==> config.mk <==
export PLATFORM = sky130hd
export DESIGN_NAME = lz_escape_token_decoder_flat
export DESIGN_NICKNAME = d
export VERILOG_FILES = /design/src/lzd_pkg.sv /design/src/lzd_if.sv /design/src/lz_escape_token_decoder.sv /design/src/lzd_ctrl.sv /design/src/lzd_dp.sv /design/src/flat_wrapper.sv
export SDC_FILE = /design/constraint.sdc
export NUM_CORES = 2
export LEC_CHECK = 0
export BUFFER_PORTS_ARGS = -buffer_cell sky130_fd_sc_hd__buf_4
export CORE_AREA = 2 2 467 353
export DETAILED_ROUTE_END_ITERATION = 8
export DIE_AREA = 0 0 469 355
export PLACE_DENSITY = 0.81
export SETUP_SLACK_MARGIN = 0.5
export SLEW_MARGIN = 20
export SYNTH_ARGS = -nofsm -noshare
export SYNTH_HDL_FRONTEND = slang
export SYNTH_HIERARCHICAL = 1
export SYNTH_SLANG_ARGS = --single-unit
==> constraint.sdc <==
create_clock -name clock -period 14.4 [get_ports clock]
set_input_delay 0.72 -clock clock [delete_from_list [all_inputs] [get_ports clock]]
set_output_delay 0.72 -clock clock [all_outputs]
set_load 0.005 [all_outputs]
==> src/lzd_pkg.sv <==
package lzd_pkg;

   localparam int BYTE_W        = 8;
   localparam int HISTORY_DEPTH = 256;
   localparam int RING_AW       = $clog2(HISTORY_DEPTH);
   localparam int MAX_COPY      = 64;

   typedef enum logic [2:0] {
      ST_LIT,
      ST_ESC,
      ST_DIST,
      ST_READ,
      ST_WRITE
   } lzd_state_type;

   typedef struct packed {
      logic lit_load;
      logic hold_dist;
      logic start_copy;
      logic rd_issue;
      logic copy_emit;
   } lzd_cmd_type;

   typedef struct packed {
      logic is_esc;
      logic len_zero;
      logic copy_last;
      logic out_free;
   } lzd_status_type;

endpackage

==> src/lzd_if.sv <==
interface lzd_req_if;
   import lzd_pkg::*;

   logic              valid;
   logic              ready;
   logic [BYTE_W-1:0] comp_byte;
   logic              block_end;

   modport source (output valid, output comp_byte, output block_end, input ready);
   modport sink   (input valid, input comp_byte, input block_end, output ready);
endinterface

interface lzd_rsp_if;
   import lzd_pkg::*;

   logic              valid;
   logic              ready;
   logic [BYTE_W-1:0] out_byte;
   logic              run_last;
   logic              length_error;

   modport source (output valid, output out_byte, output run_last, output length_error,
                   input ready);
   modport sink   (input valid, input out_byte, input run_last, input length_error,
                   output ready);
endinterface

==> src/lz_escape_token_decoder.sv <==
// A literal shows on rsp in the cycle after its request is accepted.
// Throughput: one literal request per cycle while rsp is ready; a back-reference
//   emits each byte by a ring read, then a write-back and output load that waits
//   for the output register to be free, and input waits until the copy is done.
// Reset (synchronous, active high) clears the parser, the escape byte, the write
//   pointer and the per-slot valid bits of the history ring, which read as zero.
module lz_escape_token_decoder #(
   parameter int COPY_LIMIT = lzd_pkg::MAX_COPY
) (
   input  logic                       clock,
   input  logic                       reset,
   lzd_req_if.sink                    req_chan,
   lzd_rsp_if.source                  rsp_chan,
   input  logic                       csr_wr_en,
   input  logic [lzd_pkg::BYTE_W-1:0] csr_wr_data
);
   import lzd_pkg::*;

   lzd_cmd_type    cmd;
   lzd_status_type status;

   // Parser and copy sequencer: decides what each request means and paces
   // the copy loop against the output register.
   lzd_ctrl u_ctrl (
      .clock         (clock),
      .reset         (reset),
      .req_valid     (req_chan.valid),
      .req_block_end (req_chan.block_end),
      .req_ready     (req_chan.ready),
      .status        (status),
      .cmd           (cmd)
   );

   // History ring, token registers, copy counter and the output register that
   // holds a finished byte until rsp takes it.
   lzd_dp #(
      .COPY_LIMIT (COPY_LIMIT)
   ) u_dp (
      .clock            (clock),
      .reset            (reset),
      .csr_wr_en        (csr_wr_en),
      .csr_wr_data      (csr_wr_data),
      .req_comp_byte    (req_chan.comp_byte),
      .cmd              (cmd),
      .status           (status),
      .rsp_valid        (rsp_chan.valid),
      .rsp_ready        (rsp_chan.ready),
      .rsp_out_byte     (rsp_chan.out_byte),
      .rsp_run_last     (rsp_chan.run_last),
      .rsp_length_error (rsp_chan.length_error)
   );

endmodule

==> src/lzd_ctrl.sv <==
module lzd_ctrl (
   input  logic                    clock,
   input  logic                    reset,
   input  logic                    req_valid,
   input  logic                    req_block_end,
   output logic                    req_ready,
   input  lzd_pkg::lzd_status_type status,
   output lzd_pkg::lzd_cmd_type    cmd
);
   import lzd_pkg::*;

   lzd_state_type state_ff, state_in;
   logic          accept;

   assign accept = req_valid && req_ready;

   always_ff @(posedge clock) begin
      if (reset) begin
         state_ff <= ST_LIT;
      end else begin
         state_ff <= state_in;
      end
   end

   // Next state
   always_comb begin
      state_in = state_ff;
      case (state_ff)
         ST_LIT: begin
            if (accept && status.is_esc && !req_block_end) begin
               state_in = ST_ESC;
            end
         end
         ST_ESC: begin
            if (accept) begin
               if (status.is_esc || req_block_end) begin
                  state_in = ST_LIT;
               end else begin
                  state_in = ST_DIST;
               end
            end
         end
         ST_DIST: begin
            if (accept) begin
               state_in = status.len_zero ? ST_LIT : ST_READ;
            end
         end
         ST_READ: begin
            state_in = ST_WRITE;
         end
         ST_WRITE: begin
            if (status.out_free) begin
               state_in = status.copy_last ? ST_LIT : ST_READ;
            end
         end
         default: begin
            state_in = ST_LIT;
         end
      endcase
   end

   // Outputs
   always_comb begin
      req_ready      = 1'b0;
      cmd            = '0;
      case (state_ff)
         ST_LIT: begin
            req_ready    = status.out_free;
            cmd.lit_load = req_valid && status.out_free && !status.is_esc;
         end
         ST_ESC: begin
            req_ready     = status.out_free;
            cmd.lit_load  = req_valid && status.out_free && status.is_esc;
            cmd.hold_dist = req_valid && status.out_free && !status.is_esc && !req_block_end;
         end
         ST_DIST: begin
            req_ready      = status.out_free;
            cmd.start_copy = req_valid && status.out_free;
         end
         ST_READ: begin
            cmd.rd_issue = 1'b1;
         end
         ST_WRITE: begin
            cmd.copy_emit = status.out_free;
         end
         default: begin
            req_ready = 1'b0;
         end
      endcase
   end

endmodule

==> src/lzd_dp.sv <==
module lzd_dp #(
   parameter int COPY_LIMIT = lzd_pkg::MAX_COPY
) (
   input  logic                        clock,
   input  logic                        reset,
   input  logic                        csr_wr_en,
   input  logic [lzd_pkg::BYTE_W-1:0]  csr_wr_data,
   input  logic [lzd_pkg::BYTE_W-1:0]  req_comp_byte,
   input  lzd_pkg::lzd_cmd_type        cmd,
   output lzd_pkg::lzd_status_type     status,
   output logic                        rsp_valid,
   input  logic                        rsp_ready,
   output logic [lzd_pkg::BYTE_W-1:0]  rsp_out_byte,
   output logic                        rsp_run_last,
   output logic                        rsp_length_error
);
   import lzd_pkg::*;

   localparam logic [BYTE_W-1:0] MaxCopyByte = BYTE_W'(COPY_LIMIT);

   logic [BYTE_W-1:0]        esc_ff, esc_in;
   logic [BYTE_W-1:0]        dist_ff, dist_in;
   logic [RING_AW-1:0]       wp_ff, wp_in;
   logic [BYTE_W-1:0]        rem_ff, rem_in;
   logic                     err_ff, err_in;
   logic [HISTORY_DEPTH-1:0] vld_ff, vld_in;
   logic [BYTE_W-1:0]        rd_mem_ff;
   logic                     rd_zero_ff, rd_zero_in;
   logic                     out_valid_ff, out_valid_in;
   logic [BYTE_W-1:0]        out_byte_ff, out_byte_in;
   logic                     out_last_ff, out_last_in;
   logic                     out_err_ff, out_err_in;

   logic [BYTE_W-1:0]        ring_mem [HISTORY_DEPTH];
   logic [RING_AW-1:0]       rd_addr;
   logic                     ring_we;
   logic [BYTE_W-1:0]        wr_byte;
   logic [BYTE_W-1:0]        copy_byte;
   logic                     len_over;

   assign len_over  = req_comp_byte > MaxCopyByte;
   assign rd_addr   = wp_ff - RING_AW'(dist_ff);
   assign copy_byte = rd_zero_ff ? '0 : rd_mem_ff;
   assign ring_we   = cmd.lit_load || cmd.copy_emit;
   assign wr_byte   = cmd.copy_emit ? copy_byte : req_comp_byte;

   assign status.is_esc    = req_comp_byte == esc_ff;
   assign status.len_zero  = req_comp_byte == '0;
   assign status.copy_last = rem_ff == BYTE_W'(1);
   assign status.out_free  = !out_valid_ff || rsp_ready;

   always_comb begin
      esc_in       = csr_wr_en ? csr_wr_data : esc_ff;
      dist_in      = cmd.hold_dist ? req_comp_byte : dist_ff;
      wp_in        = ring_we ? wp_ff + RING_AW'(1) : wp_ff;
      rem_in       = rem_ff;
      err_in       = err_ff;
      if (cmd.start_copy) begin
         rem_in = len_over ? MaxCopyByte : req_comp_byte;
         err_in = len_over;
      end else if (cmd.copy_emit) begin
         rem_in = rem_ff - BYTE_W'(1);
      end
      vld_in = vld_ff;
      if (ring_we) begin
         vld_in[wp_ff] = 1'b1;
      end
      // Distance zero and never-written slots read as zero.
      rd_zero_in = (dist_ff == '0) || !vld_ff[rd_addr];
      out_valid_in = ring_we ? 1'b1 : (rsp_ready ? 1'b0 : out_valid_ff);
      out_byte_in  = ring_we ? wr_byte : out_byte_ff;
      out_last_in  = out_last_ff;
      out_err_in   = out_err_ff;
      if (ring_we) begin
         out_last_in = cmd.lit_load ? 1'b1 : status.copy_last;
         out_err_in  = cmd.lit_load ? 1'b0 : err_ff;
      end
   end

   always_ff @(posedge clock) begin
      if (reset) begin
         esc_ff       <= '0;
         dist_ff      <= '0;
         wp_ff        <= '0;
         rem_ff       <= '0;
         err_ff       <= 1'b0;
         vld_ff       <= '0;
         out_valid_ff <= 1'b0;
      end else begin
         esc_ff       <= esc_in;
         dist_ff      <= dist_in;
         wp_ff        <= wp_in;
         rem_ff       <= rem_in;
         err_ff       <= err_in;
         vld_ff       <= vld_in;
         out_valid_ff <= out_valid_in;
      end
   end

   always_ff @(posedge clock) begin
      if (ring_we) begin
         ring_mem[wp_ff] <= wr_byte;
      end
      if (cmd.rd_issue) begin
         rd_mem_ff  <= ring_mem[rd_addr];
         rd_zero_ff <= rd_zero_in;
      end
      out_byte_ff <= out_byte_in;
      out_last_ff <= out_last_in;
      out_err_ff  <= out_err_in;
   end

   assign rsp_valid        = out_valid_ff;
   assign rsp_out_byte     = out_byte_ff;
   assign rsp_run_last     = out_last_ff;
   assign rsp_length_error = out_err_ff;

endmodule

==> src/flat_wrapper.sv <==
// flat-port wrapper written by rule: the top's interface ports become plain ports
module lz_escape_token_decoder_flat import lzd_pkg::*;
#(
   parameter int COPY_LIMIT = lzd_pkg::MAX_COPY
)
  (clock, reset, csr_wr_en, csr_wr_data, req_chan_valid, req_chan_comp_byte, req_chan_block_end, req_chan_ready, rsp_chan_valid, rsp_chan_out_byte, rsp_chan_run_last, rsp_chan_length_error, rsp_chan_ready);
  lzd_req_if req_chan_i ();
  lzd_rsp_if rsp_chan_i ();
  input  logic clock;
  input  logic reset;
  input  logic csr_wr_en;
  input  logic [lzd_pkg::BYTE_W-1:0] csr_wr_data;
  input wire logic [$bits(req_chan_i.valid)-1:0] req_chan_valid;
  input wire logic [$bits(req_chan_i.comp_byte)-1:0] req_chan_comp_byte;
  input wire logic [$bits(req_chan_i.block_end)-1:0] req_chan_block_end;
  output wire logic [$bits(req_chan_i.ready)-1:0] req_chan_ready;
  output wire logic [$bits(rsp_chan_i.valid)-1:0] rsp_chan_valid;
  output wire logic [$bits(rsp_chan_i.out_byte)-1:0] rsp_chan_out_byte;
  output wire logic [$bits(rsp_chan_i.run_last)-1:0] rsp_chan_run_last;
  output wire logic [$bits(rsp_chan_i.length_error)-1:0] rsp_chan_length_error;
  input wire logic [$bits(rsp_chan_i.ready)-1:0] rsp_chan_ready;
  assign req_chan_i.valid = req_chan_valid;
  assign req_chan_i.comp_byte = req_chan_comp_byte;
  assign req_chan_i.block_end = req_chan_block_end;
  assign req_chan_ready = req_chan_i.ready;
  assign rsp_chan_valid = rsp_chan_i.valid;
  assign rsp_chan_out_byte = rsp_chan_i.out_byte;
  assign rsp_chan_run_last = rsp_chan_i.run_last;
  assign rsp_chan_length_error = rsp_chan_i.length_error;
  assign rsp_chan_i.ready = rsp_chan_ready;
  lz_escape_token_decoder #(.COPY_LIMIT(COPY_LIMIT)) u_core (.clock(clock), .reset(reset), .req_chan(req_chan_i), .rsp_chan(rsp_chan_i), .csr_wr_en(csr_wr_en), .csr_wr_data(csr_wr_data));
endmodule
== Word level (Yosys, flattened, before mapping) ==
Memory sizes are Yosys's and may differ from the RTL's. A register that Yosys moved wholly into a read port is not among the register bits.
Index checks and enable logic that the tools add are counted.

* Register bits after elaboration: 304
* RAM bits: 2048
* Bits of input ports: 22
* Output and inout port bits: 12
* Word-level logic and storage cells: 81
* Memories: 1

{| class="wikitable"
|+ Memories
! name !! words !! width !! read ports !! clocked after memory_dff !! write ports !! RTL line !! text
|-
| u_core.u_dp.ring_mem || 256 || 8 || 1 || 1 || 1 || lzd_dp.sv:34 || <nowiki>logic [BYTE_W-1:0] ring_mem [HISTORY_DEPTH];</nowiki>
|}

* Add/sub/neg operators: 3
* Order comparisons: 4
* Equal/unequal tests: 10
* Mux-type cells: 27
* Bitwise logic cells: 1
* Reduce and logical (&&, ||, !) cells: 23

{| class="wikitable"
|+ Operator list
! operator !! number
|-
| $or 256x256->256 || 1
|-
| $mux 8 || 5
|-
| $lt 8x9->1 const B || 2
|-
| $logic_not 8->1 || 2
|-
| $pmux 3 s5 || 1
|-
| $mux 3 || 4
|-
| $mux 1 || 11
|-
| $add 8x1->8 const B || 1
|-
| $bmux 1 s8 || 1
|-
| $demux 1 s8 || 1
|-
| $eq 8x1->1 const B || 1
|-
| $eq 8x8->1 || 1
|-
| $ge 8x1->1 const B || 1
|-
| $gt 8x7->1 const B || 1
|-
| $logic_and 1x1->1 || 8
|-
| $ne 2x2->1 const B || 4
|-
| $sub 8x1->8 const B || 1
|-
| $sub 8x8->8 || 1
|-
| $eq 3x2->1 const B || 2
|-
| $mux 2 || 3
|-
| $logic_not 1->1 || 4
|-
| $logic_or 1x1->1 || 4
|-
| $reduce_and 4->1 || 1
|-
| $reduce_bool 2->1 || 2
|-
| 5 further kinds || 5
|}

== Logic depth before layout (Yosys ltp) ==
* Depth after elaboration: 8
* Gate-level depth with buffers: 16
* Gate-level depth less buffers: 13

== Cells and area by module ==
The synthesis kept the hierarchy.

{| class="wikitable"
|+ Modules (own cells, without submodules)
! module !! times used !! cells each !! area an instance (um2) !! sequential area each (um2)
|-
| lzd_dp || 1 || 4939 || 91569.1 || 67875.1
|-
| lzd_ctrl || 1 || 35 || 260.2 || 60.1
|}

== Worst setup path before layout ==
No wires, ideal clock.

* Path kind: input port to flip-flop
* Start point: input rsp_chan_ready
* End point: memory u_core.u_dp.ring_mem[0][7] (data pin)
* Setup time: 2.197 ns
* Arrival time: 11.423 ns
* Data required time: 12.203 ns
* Slack: 0.780 ns
* Stages: 5
* Buffers on the path: 2
* Cell sequence: nand2b_1 and3_4 clkbuf_1 clkbuf_1 o21ai_0

{| class="wikitable"
|+ RTL lines
! element !! RTL line !! text
|-
| from (decl) || flat_wrapper.sv:21 || <nowiki>input wire logic [$bits(rsp_chan_i.ready)-1:0] rsp_chan_ready;</nowiki>
|-
| to (decl) || lzd_dp.sv:34 ||
|}

== Worst setup path after layout ==
* Start point: register u_core.u_dp.wp_ff[0]
* End point: register u_core.u_dp.rd_zero_ff (data pin)

* Word-level cells in the longest chain between the ends: 5

{| class="wikitable"
|+ RTL lines
! element !! RTL line !! text
|-
| from (decl) || lzd_dp.sv:23 || <nowiki>logic [RING_AW-1:0] wp_ff, wp_in;</nowiki>
|-
| from (signal assigned) || lzd_dp.sv:92 || <nowiki>wp_ff <= wp_in;</nowiki>
|-
| $sub 8x8->8 || lzd_dp.sv:42 || <nowiki>assign rd_addr = wp_ff - RING_AW'(dist_ff);</nowiki>
|-
| $bmux 1 s8 || lzd_dp.sv:69 || <nowiki>rd_zero_in = (dist_ff == '0) || !vld_ff[rd_addr];</nowiki>
|-
| $mux 1 (implied by the code) || lzd_dp.sv:69 ||
|-
| $logic_not 1->1 || lzd_dp.sv:69 ||
|-
| $logic_or 1x1->1 || lzd_dp.sv:69 ||
|-
| named net u_core.u_dp.rd_zero_in || lzd_dp.sv:28 || <nowiki>logic rd_zero_ff, rd_zero_in;</nowiki>
|-
| to (signal assigned) || lzd_dp.sv:106 || <nowiki>rd_zero_ff <= rd_zero_in;</nowiki>
|-
| to (decl) || lzd_dp.sv:28 ||
|}

The timed path passes the listed nets, and every way through them passes these cells. The select of a mux whose other input is x is not followed.
A chain may end at the register's enable or synchronous reset.

==> flow_summary.toml <==
[power_and_ir_drop]
peakVddDrop_mv = 0.1446
powerDensity_mw_per_mm2 = 139.0
p_leak_nw = 32.78
total_power_mw = 14.04

[timing]
worst_pin_slew_ps = 1235
tns_ps = 0
maxSlewViolCount = 0
slew_headroom_pct = 17.39
setup_viol = 0
finalHoldViolCount = 0
max_freq_mhz = 152.4
rsz0062_at_grt = "false"
period_share_pct = 45.56
fin_skew_ps = 38.76
finalCriticalPeriod_ps = 6561

[finish]
drive_gt1_share_pct = 21.76
nets = 5045
layout_common_cells = "edfxtp_1 (2,067), nor2_1 (773), mux4_2 (596)"
final_common_cell = "edfxtp_1"
regArea_sq_mm = 0.06794
fill_cells = 10450
multi_input_area_sq_mm = 0.02255
area_growth_pct = 9.953

[clocking]
post_cts_resized = 0
clkSinkCount = 2360
holdBufCountCts = 0
clockBufferDepth = 3
cts-htree-levels = 4
numCtsBuffers = 199
cts_root_buf = "clkbuf_16"
clk_pin_slew_ps = 70
post-cts-setup-buffers = 0
cts_tree = "done"
insertion_delay_ps = 860

[die]
die_h_um = 355
boundaryPins = 34
die_x_um = 469
rows = 128
dieArea_sq_mm = 0.1665
start_util_pct = 56.77
core_sq_mm = 0.1618

[detailed_routing]
remaining_drc_errors = 0
wl_per_cell_um = 31.58
vias = 49790
drt_wl_total_um = 231600
viasPerCell = 6.789
drt_iter0_drc = 8408
drtAntennaViolNets = 0
dr.pass1.iters = 6

[yosys]
mappedNetlistArea_sq_mm = 0.09183
synth_fp_nets = 5011
ys.warnings.count = 6
synthCells = 4974
synthDistinctLibCells = 68
async_flop_share_pct = 0
synth_edf_count = 2067
yosysTopAreaCellShare_pct = 67.59
synthTopCellsByArea = "edfxtp_1 (68%), mux4_2 (15%), dfxtp_1 (6.4%), nor2_1 (3.3%), mux2i_1 (1.4%)"
synth_seq_area_share_pct = 73.98
synth_area_leader_cell = "edfxtp_1"
synth_ff_type = "edfxtp_1"
ys_seq_elements = 2360
avgSynthCellArea_sq_um = 18.46

[worst_setup_path]
endpoint_kind = "flop"
arrival_ps = 7250
path_cells = "inv_1, ha_1, fa_4, buf_4, buf_4, nor2b_2, buf_4, a22oi_1, a311oi_1, a2111oi_0, a311oi_1, a31oi_1, a21oi_1"
critPathSlowestCell = "fa_4"
max_stage_delay_ps = 1160
cp-start-kind = "flop"
critPathKind = "reg -> reg"
worst-path-max-fanout = 60
crit_required_ps = 15090
crit_path_frequent_cell = "buf_4"

[status]
status = "complete, no violations"

[job]
cap_violations = 0

[global_route]
overflow = 0
grt_max_degree = 230
grt_pass1_wl_um = 337400
grtUsageTotal_pct = 27.99
first_global_vias = 49000
antenna_found_initial = 12

[min_path]
hp-class = "in -> reg"

[placed_design]
port_buffers = 33
gp_congestion = 0.8923
hpwl_um = 132200
## cells in the mapped netlist, types with 7 or more instances
| library cell | number |
|---|---|
| a211oi_1 | 11 |
| a21oi_1 | 44 |
| a221oi_1 | 12 |
| a22o_1 | 9 |
| a22oi_1 | 9 |
| a31oi_1 | 13 |
| a32o_1 | 16 |
| a32oi_1 | 37 |
| and3_1 | 10 |
| buf_1 | 11 |
| buf_2 | 59 |
| buf_4 | 50 |
| buf_6 | 30 |
| clkbuf_1 | 134 |
| dfxtp_1 | 293 |
| edfxtp_1 | 2067 |
| ha_1 | 14 |
| inv_1 | 25 |
| mux2_2 | 10 |
| mux2i_1 | 127 |
| mux4_2 | 596 |
| nand2_1 | 329 |
| nand3_1 | 69 |
| nand4_1 | 19 |
| nor2_1 | 808 |
| nor2b_1 | 9 |
| nor3_1 | 18 |
| o21ai_0 | 9 |
| o21ba_2 | 26 |
| o221ai_1 | 7 |
| o22ai_1 | 8 |
| o32ai_1 | 8 |
| or3_1 | 9 |
| xnor2_1 | 16 |
| xor2_1 | 8 |
## worst max-delay path: cells and delay by family, from the launching register on
kind,cells,cell delay (ps)
adders and majority gates,2,1400
and+or+nand+nor,1,1020
buffers and inverters,4,2130
DFF,1,420
AOI/OAI and AO/OA,6,1300
## stage by stage
stage	setup WS [ps]	instance area, sq um	instances	hold slack [ps]	util, %
after CTS	8076	100800	7328	64.33	62.34
after global routing	7688	101000	7330	103.0	62.41
after floorplan	780.5	91830	4974	434.8	-
final	7839	101000	7334	113.2	62.42
after global placement	8089	94130	6951	443.3	58.19
after detailed placement	8068	94130	6951	455.2	58.20
## where the power goes
part           switching (mW)  total, mW  internal (mW)
sequential            0.00428       7.44           7.44
combinational           0.637       1.06          0.424
clock                    2.47       5.53           3.06
## kinds of logic after synthesis
family	count (synthesis)	synth area share [%]
AND/OR/NAND/NOR	1300	5.668
buffers and inverters	310	1.801
multiplexers	733	16.12
adder cells (fa/ha/maj)	15	0.2126
flip-flops	2360	73.98
XOR/XNOR	26	0.2643
AO/OA/AOI/OAI	230	1.950
## area by class of cell
cell class	count	area share (%)
timing repair buffer	118	0.9852
clock inverter	96	0.9678
antenna	5	0.01239
inverter	25	0.09294
sequential	2360	67.28
tap	2145	2.658
clock buffer	281	5.672
multi-input combinational	2304	22.33
## sequential cells by signal, indices dropped and copies added, names as in the netlist
register	cells
u_core/u_ctrl/state_ff	3
u_core/u_dp/esc_ff	8
u_core/u_dp/rsp_out_byte	8
u_core/u_dp/rsp_valid	1
u_core/u_dp/wp_ff	8
u_core/u_dp/rem_ff	8
u_core/u_dp/err_ff	1
u_core/u_dp/rd_zero_ff	1
u_core/u_dp/rsp_run_last	1
u_core/u_dp/ring_mem	2048
u_core/u_dp/vld_ff	256
u_core/u_dp/dist_ff	8
u_core/u_dp/rsp_length_error	1
u_core/u_dp/rd_mem_ff	8
## layer usage
metal	up-vias	GRT usage, %	wire (um)	share of wire (%)
met3	600	8.555	32640	14
li1	19640	-	-	-
met1	25570	39.56	83460	36
met2	3970	41.48	106400	46
met5	-	0	80	0.035
met4	12	10.58	9051	3.9
## worst paths after layout
check | slack, ps | from | endpoint | cells past startpoint
worst max register to register | 7840 | u_core/u_dp/wp_ff[0]$_SDFFE_PP0N_ | u_core/u_dp/rd_zero_ff$_DFFE_PP_ | 13
worst min register to register | 470 | u_core/u_dp/vld_ff[141]$_SDFFE_PP0N_ | u_core/u_dp/vld_ff[141]$_SDFFE_PP0N_ | 2
worst max-delay path | 7840 | u_core/u_dp/wp_ff[0]$_SDFFE_PP0N_ | u_core/u_dp/rd_zero_ff$_DFFE_PP_ | 13
worst min-delay path | 110 | csr_wr_data[3] | u_core/u_dp/esc_ff[3]$_SDFFE_PP0P_ | 3
Power figures use the tool's default switching activity.
